### src/rtl/signal_pending_mask_dispatcher_macros.svh
// Assertion macros shared by the dispatcher RTL.
`ifndef SIGNAL_PENDING_MASK_DISPATCHER_MACROS_SVH
`define SIGNAL_PENDING_MASK_DISPATCHER_MACROS_SVH

// Same-cycle implication, checked outside reset.
`define SPMD_ASSERT_NOW(label, clk, rst_n, ante, cons) \
	label: assert property (@(posedge clk) disable iff (!rst_n) (ante) |-> (cons)) \
		else $error("spmd check failed");

// Next-cycle implication, checked outside reset.
`define SPMD_ASSERT_NEXT(label, clk, rst_n, ante, cons) \
	label: assert property (@(posedge clk) disable iff (!rst_n) (ante) |=> (cons)) \
		else $error("spmd check failed");

`endif

### src/rtl/spmd_pkg.sv
package spmd_pkg;

	localparam int SIG_W  = 6;
	localparam int WORD_W = 64;

	// Command codes.
	localparam logic [2:0] CMD_SET_ACTION = 3'd0;
	localparam logic [2:0] CMD_SEND       = 3'd1;
	localparam logic [2:0] CMD_MASK_OP    = 3'd2;
	localparam logic [2:0] CMD_DELIVER    = 3'd3;
	localparam logic [2:0] CMD_RETURN     = 3'd4;

	// Mask operation codes.
	localparam logic [1:0] HOW_BLOCK   = 2'd0;
	localparam logic [1:0] HOW_UNBLOCK = 2'd1;
	localparam logic [1:0] HOW_SET     = 2'd2;

	// Delivery actions.
	localparam logic [1:0] ACT_NONE      = 2'd0;
	localparam logic [1:0] ACT_IGNORED   = 2'd1;
	localparam logic [1:0] ACT_TERMINATE = 2'd2;
	localparam logic [1:0] ACT_HANDLER   = 2'd3;

	localparam logic [0:0] ST_OK    = 1'b0;
	localparam logic [0:0] ST_INVAL = 1'b1;

	// Handler values with special meaning.
	localparam logic [WORD_W-1:0] HDL_DEFAULT = 64'd0;
	localparam logic [WORD_W-1:0] HDL_IGNORE  = 64'd1;

	// Signals that cannot be blocked or have their action changed.
	localparam logic [SIG_W-1:0] SIG_KILL = 6'd9;
	localparam logic [SIG_W-1:0] SIG_STOP = 6'd19;

	// Signals whose default action is to ignore them.
	localparam logic [SIG_W-1:0] SIG_DFL_IGN_A = 6'd17;
	localparam logic [SIG_W-1:0] SIG_DFL_IGN_B = 6'd18;
	localparam logic [SIG_W-1:0] SIG_DFL_IGN_C = 6'd23;

	localparam logic [WORD_W-1:0] UNBLOCKABLE = (64'd1 << 9) | (64'd1 << 19);

	localparam logic [7:0]        EXIT_BASE    = 8'd128;
	localparam logic [WORD_W-1:0] TRAMP_OFFSET = 64'd144;
	localparam logic [WORD_W-1:0] ALIGN_MASK   = 64'hF;
	localparam logic [WORD_W-1:0] RET_SLOT     = 64'd8;

	typedef struct packed {
		logic [WORD_W-1:0] handler;
		logic [WORD_W-1:0] flags;
		logic [WORD_W-1:0] mask;
	} action_entry_t;

	typedef struct packed {
		logic          en;
		logic [SIG_W-1:0] addr;
		action_entry_t data;
	} ram_wr_t;

	typedef struct packed {
		logic [0:0]        status;
		logic [WORD_W-1:0] old_handler;
		logic [WORD_W-1:0] old_flags;
		logic [WORD_W-1:0] old_mask;
		logic [1:0]        action;
		logic [SIG_W-1:0]  delivered_signal;
		logic [7:0]        exit_code;
		logic [WORD_W-1:0] handler_entry;
		logic [WORD_W-1:0] new_stack;
		logic [WORD_W-1:0] trampoline_addr;
		logic              wake_request;
	} result_t;

endpackage

### src/rtl/spmd_pick.sv
module spmd_pick (
	input  logic [spmd_pkg::WORD_W-1:0] ready_set,
	output logic                        any,
	output logic [spmd_pkg::SIG_W-1:0]  sig
);

	logic [spmd_pkg::WORD_W-1:0] lowest;

	// Isolate the lowest set bit, then encode the one-hot word.
	assign lowest = ready_set & (~ready_set + 64'd1);
	assign any    = |ready_set;

	always_comb begin
		sig = '0;
		for (int i = 0; i < spmd_pkg::WORD_W; i++) begin
			if (lowest[i]) begin
				sig = sig | i[spmd_pkg::SIG_W-1:0];
			end
		end
	end

endmodule

### config.mk
export PLATFORM = sky130hd
export DESIGN_NAME = spmd_pick
export DESIGN_NICKNAME = d
export VERILOG_FILES = /design/src/rtl/signal_pending_mask_dispatcher_macros.svh /design/src/rtl/spmd_pkg.sv /design/src/rtl/spmd_pick.sv
export SDC_FILE = /design/constraint.sdc
export NUM_CORES = 1
export LEC_CHECK = 0
export ABC_AREA = 0
export BUFFER_PORTS_ARGS = -buffer_cell sky130_fd_sc_hd__buf_4
export CORE_ASPECT_RATIO = 0.7
export CORE_MARGIN = 5
export CORE_UTILIZATION = 35
export DETAILED_ROUTE_END_ITERATION = 8
export PLACE_DENSITY_LB_ADDON = 0.2
export SLEW_MARGIN = 10
export SYNTH_ARGS = -nofsm -noshare
export SYNTH_HDL_FRONTEND = slang
export SYNTH_SLANG_ARGS = --single-unit
### constraint.sdc
create_clock -name vclk -period 2.25
set_input_delay 0.1125 -clock vclk [all_inputs]
set_output_delay 0.1125 -clock vclk [all_outputs]
set_load 0.05 [all_outputs]
* Yosys cells after proc, flatten, opt, wreduce, memory -nomap -nowiden
Index checks and enable logic that the tools add are counted.
** Storage, ports and cells
- Register bits after elaboration :: 0
- Latch bits :: 0
- Memory bits (writable) :: 0
- Bits in read-only memories :: 0
- Bits of input ports :: 64
- Output and inout port bits :: 7
- Word-level logic and storage cells :: 67
- Memories kept :: 0
** Cells by class
- Add/sub/neg operators :: 1
- $mul :: 0
- Divide/modulo/power cells :: 0
- Order comparisons :: 0
- Equality and inequality tests :: 0
- Shift operators :: 0
- Muxes and demuxes :: 63
- Bitwise logic cells :: 2
- Reductions and logical operators :: 1
** Operator list (count)
- $mux W6 :: 32
- $mux W5 :: 16
- $add A64 B1 Y64 const B :: 1
- $and A64 B64 Y64 :: 1
- $not A64 Y64 :: 1
- $reduce_or A64 Y1 :: 1
- $mux W4 :: 8
- $mux W3 :: 4
- $mux W2 :: 2
- $mux W1 :: 1

* Longest topological paths before layout
- Depth after elaboration :: 66
- Mapped depth :: 9
- Mapped depth without buffers :: 7

* Worst setup path before layout
No wires, ideal clock.
- Path type :: input port to output port
- Start :: input ready_set[11] in the netlist's numbering
- End :: output sig[1] in the netlist's numbering
- Arrival time :: 2.681 ns
- Data required time :: 2.138 ns
- Path slack :: -0.543 ns
- Stages on the path :: 8
- Path buffers :: 1
- Path through :: or4_4 > or4b_1 > buf_2 > nor4_4 > nand2_2 > o41ai_2 > nor3_1 > nand4b_1
** Between the ends
- Word-level cells in the longest chain between the ends :: 56
** RTL lines
- start, declared :: line spmd_pick.sv:2 : input logic [spmd_pkg::WORD_W-1:0] ready_set,
- $not A64 Y64 :: line spmd_pick.sv:10 : assign lowest = ready_set & (~ready_set + 64'd1);
- $add A64 B1 Y64 :: line spmd_pick.sv:10
- $and A64 B64 Y64 (*) :: line spmd_pick.sv:10
- $mux W4 (5 in series) :: line spmd_pick.sv:16 : if (lowest[i]) begin
- $mux W5 (16 in series) :: line spmd_pick.sv:16
- $mux W6 (31 in series) :: line spmd_pick.sv:16
- $mux W6 (*) :: line spmd_pick.sv:16
- end, declared :: line spmd_pick.sv:4 : output logic [spmd_pkg::SIG_W-1:0] sig
Mark *: on every way between the ends. The rest lies on a longest branch, timed or not.

* Worst setup path after layout
- Start :: input ready_set[8] in the netlist's numbering
- End :: output sig[2] in the netlist's numbering
** Between the ends
- Word-level cells in the longest chain between the ends :: 55
** RTL lines (line)
- $not A64 Y64 (*) :: spmd_pick.sv:10
- $add A64 B1 Y64 (*) :: spmd_pick.sv:10
- $and A64 B64 Y64 (*) :: spmd_pick.sv:10
- $mux W4 (4 in series) :: spmd_pick.sv:16
- $mux W5 (16 in series) :: spmd_pick.sv:16
- $mux W6 (31 in series) :: spmd_pick.sv:16
- $mux W6 (*) :: spmd_pick.sv:16
Marked as above.

==> impl_metrics.env <==
export IMPL_run_status="finished, violations left"
export IMPL_failed_checks="setup timing"
export IMPL_die_height_um=59.75
export IMPL_slowest_stage="or4_4"
export IMPL_drt_total_wl_mm=6.314
export IMPL_floorplan_die_width_um=81.07
export IMPL_final_cell_count_without_fillers=398
export IMPL_cp_buf_inv_count=4
export IMPL_synth_sequential_area_ratio_pct=0
export IMPL_max_stage_delay_ns=0.53
export IMPL_finalNetCount=414
export IMPL_critPathLaunchType="primary input"
export IMPL_dp_slack_ns=-0.6022
export IMPL_timing_critical_path_required_ns=2.14
export IMPL_drive_gt1_share_pct=46.84
export IMPL_footprint_of_the_multi_input_gates_sq_um=1269
export IMPL_cts_hold_fix_buffers=0
export IMPL_path_delay_family="simple AND/OR/NAND/NOR gates"
export IMPL_synth_lib_cells_used_distinct=49
export IMPL_post_drt_wl_per_cell_um=15.86
export IMPL_most_common_layout_cells="buf_4, nor2_1, nor3_1"
export IMPL_groute_usage_overall_pct=26.21
export IMPL_num_io_pins=71
export IMPL_sequentialPowerShare_pct=0
export IMPL_timing_critical_path_from="ready_set[8]"
export IMPL_syn_to_final_growth_pct=101.0
export IMPL_sequential_cell_total=0
export IMPL_floorplan_initialDensity_pct=35.68
export IMPL_rsz0062_at_grt="yes"
export IMPL_grt_overflow=0
export IMPL_antenna_diode_count=0
export IMPL_routabilityCongestion=0.9887
export IMPL_final_period_minus_worst_setup_slack_ns=2.643
export IMPL_placement_io_buffers=71
export IMPL_vdd_drop_max_v=0.00009160
export IMPL_first_global_vias=2117
export IMPL_layout_commonest_cell="buf_4"
export IMPL_regArea_sq_um=0
export IMPL_final_core_util_pct=71.72
export IMPL_drt_pass1_iter_count=5
export IMPL_max_freq_mhz=378.4
export IMPL_switching_power_mw=0.1226
export IMPL_placeableCoreArea_sq_um=3468
export IMPL_n_fill_cell=339
export IMPL_post_synth_inst_count=206
export IMPL_placed_cells=396
export IMPL_worstSetupPathType="in -> out"
export IMPL_power_per_cell_area_nw_per_um2=111.8
export IMPL_first_pass_grt_wire_length_mm=10.10
export IMPL_cp_data_arrival_time_ns=2.53
export IMPL_grt_antenna_before_repair=0
export IMPL_clockBufferCount=0
export IMPL_period_share_pct=117.5
export IMPL_grt_max_degree=11
export IMPL_vias_per_cell=5.756
export IMPL_die_area_sq_um=4844
export IMPL_internal_power_mw=0.1555
export IMPL_tightestPinTransition_ns=0.5344
export IMPL_min_delay_path_class="in -> out"
export IMPL_post_layout_total_power_mw=0.2781
export IMPL_drcViolationCount=0
export IMPL_power_share_switching_pct=44.09
export IMPL_ys_warn_count=0
export IMPL_power_share_combinational_pct=100.0
export IMPL_detailed_place_hpwl_mm=5.409
export IMPL_finalMaxSlewViolations=0
export IMPL_drtAntennaViolNets=0
export IMPL_syn_avg_cell_area_sq_um=6.007
export IMPL_finalHoldViolations=0
export IMPL_setup_viol_count_final=7
export IMPL_drt_iter0_markers=215
export IMPL_clockPowerShare_pct=0
export IMPL_hold_path_startpoint="ready_set[63]"
export IMPL_max_slew_margin_pct=63.81
export IMPL_routed_via_count=2291
export IMPL_placementRows=18
export IMPL_path_common_cell="buf_6"
export IMPL_synth_nets=270
export IMPL_path_cells="buf_6, or4_4, or4b_4, buf_6, nor4b_4, buf_4, a32oi_1, o2111a_1, nand4b_1, buf_6"
export IMPL_end_kind="primary output"
export IMPL_synthesis_area_sq_um=1237
export IMPL_critical_path_max_fanout=6
export IMPL_static_leakage_power_nw=1.122
export IMPL_count_of_max_cap_constraint_violations=0
export IMPL_postLayoutSetupSlackWorst_ns=-0.3929
per-stage QoR:
step                hold WS (ns)  cell area, sq um  setup TNS (ns)
floorplan                 0.6251              1269          -2.618
global placement          0.6028              2376          -3.230
detailed placement        0.6100              2376          -3.433
CTS                       0.6102              2472          -2.158
global route              0.6316              2487          -2.811
finish                    0.6080              2487          -2.327
cell families (layout without fill, tap and decap cells):
| logic type | Yosys count | count (layout) | synth area share [%] |
|---|---|---|---|
| and+or+nand+nor | 141 | 141 | 64.31 |
| AOI/OAI and AO/OA | 54 | 54 | 31.95 |
| buffers and inverters | 11 | 153 | 3.742 |
power by group through the flow:
stage	combinational (mW)	sequential, mW	clock (mW)
after global routing	0.301	0	0
after CTS	0.273	0	0
after floorplan	0.0675	0	0
after detailed placement	0.267	0	0
after global placement	0.264	0	0
final	0.278	0	0
metal layers:
metal	track usage, %	vias to the layer above	share of wire, %
met3	1.657	4	9.3
met2	38.83	116	40
met4	2.169	0	0.63
li1	-	1131	-
met1	42.14	1040	50
met5	0	-	0
area by class of cell:
cell class	count	share of cell area, %
Tap cell	50	2.515
Multi-Input combinational cell	195	51.01
Inverter	7	1.056
Timing Repair Buffer	146	45.42
worst min-delay path: cells and delay by family:
kind          cells  cell delay (ns)
buf+inv           2             0.27
simple gates      2             0.11
repair_timing:
item | in CTS | in global routing
gates resized for setup | 20 | 4
gates cloned | 0 | 0
pin swaps | 7 | 3
setup endpoints to repair | 7 | 7
endpoints found under the hold margin | 0 | 0
buffers inserted | 2 | 0
synthesized netlist by cell type (all sizes together) (2+ instances only):
| cell type | instances | area [sq um] |
|---|---|---|
| nand2 | 15 | 58.81 |
| or3 | 7 | 43.79 |
| nor3b | 5 | 37.54 |
| a32oi | 2 | 17.52 |
| inv | 7 | 26.28 |
| clkbuf | 2 | 7.510 |
| o31ai | 2 | 15.01 |
| a2111oi | 2 | 17.52 |
| and2 | 5 | 31.28 |
| a21oi | 13 | 65.06 |
| a32o | 2 | 20.02 |
| nand3 | 9 | 45.04 |
| nand4 | 11 | 68.82 |
| buf | 2 | 12.51 |
| o41ai | 2 | 25.03 |
| o311a | 2 | 20.02 |
| nor4 | 15 | 108.9 |
| a211oi | 3 | 22.52 |
| o21bai | 2 | 15.01 |
| o21ai | 7 | 35.03 |
| o21a | 2 | 15.01 |
| o32ai | 2 | 17.52 |
| nor3 | 20 | 100.1 |
| nor2b | 4 | 25.02 |
| nand4b | 7 | 61.31 |
| a31oi | 4 | 25.02 |
| o2111a | 2 | 22.52 |
| nor4b | 3 | 26.28 |
| nor2 | 32 | 120.1 |
final timing paths:
| path | cells after the start | slack, ns | to |
|---|---|---|---|
| hold / removal | 4 | 0.61 | any |
| setup / recovery | 10 | -0.39 | sig[2] |
Power figures use the tool's default switching activity.
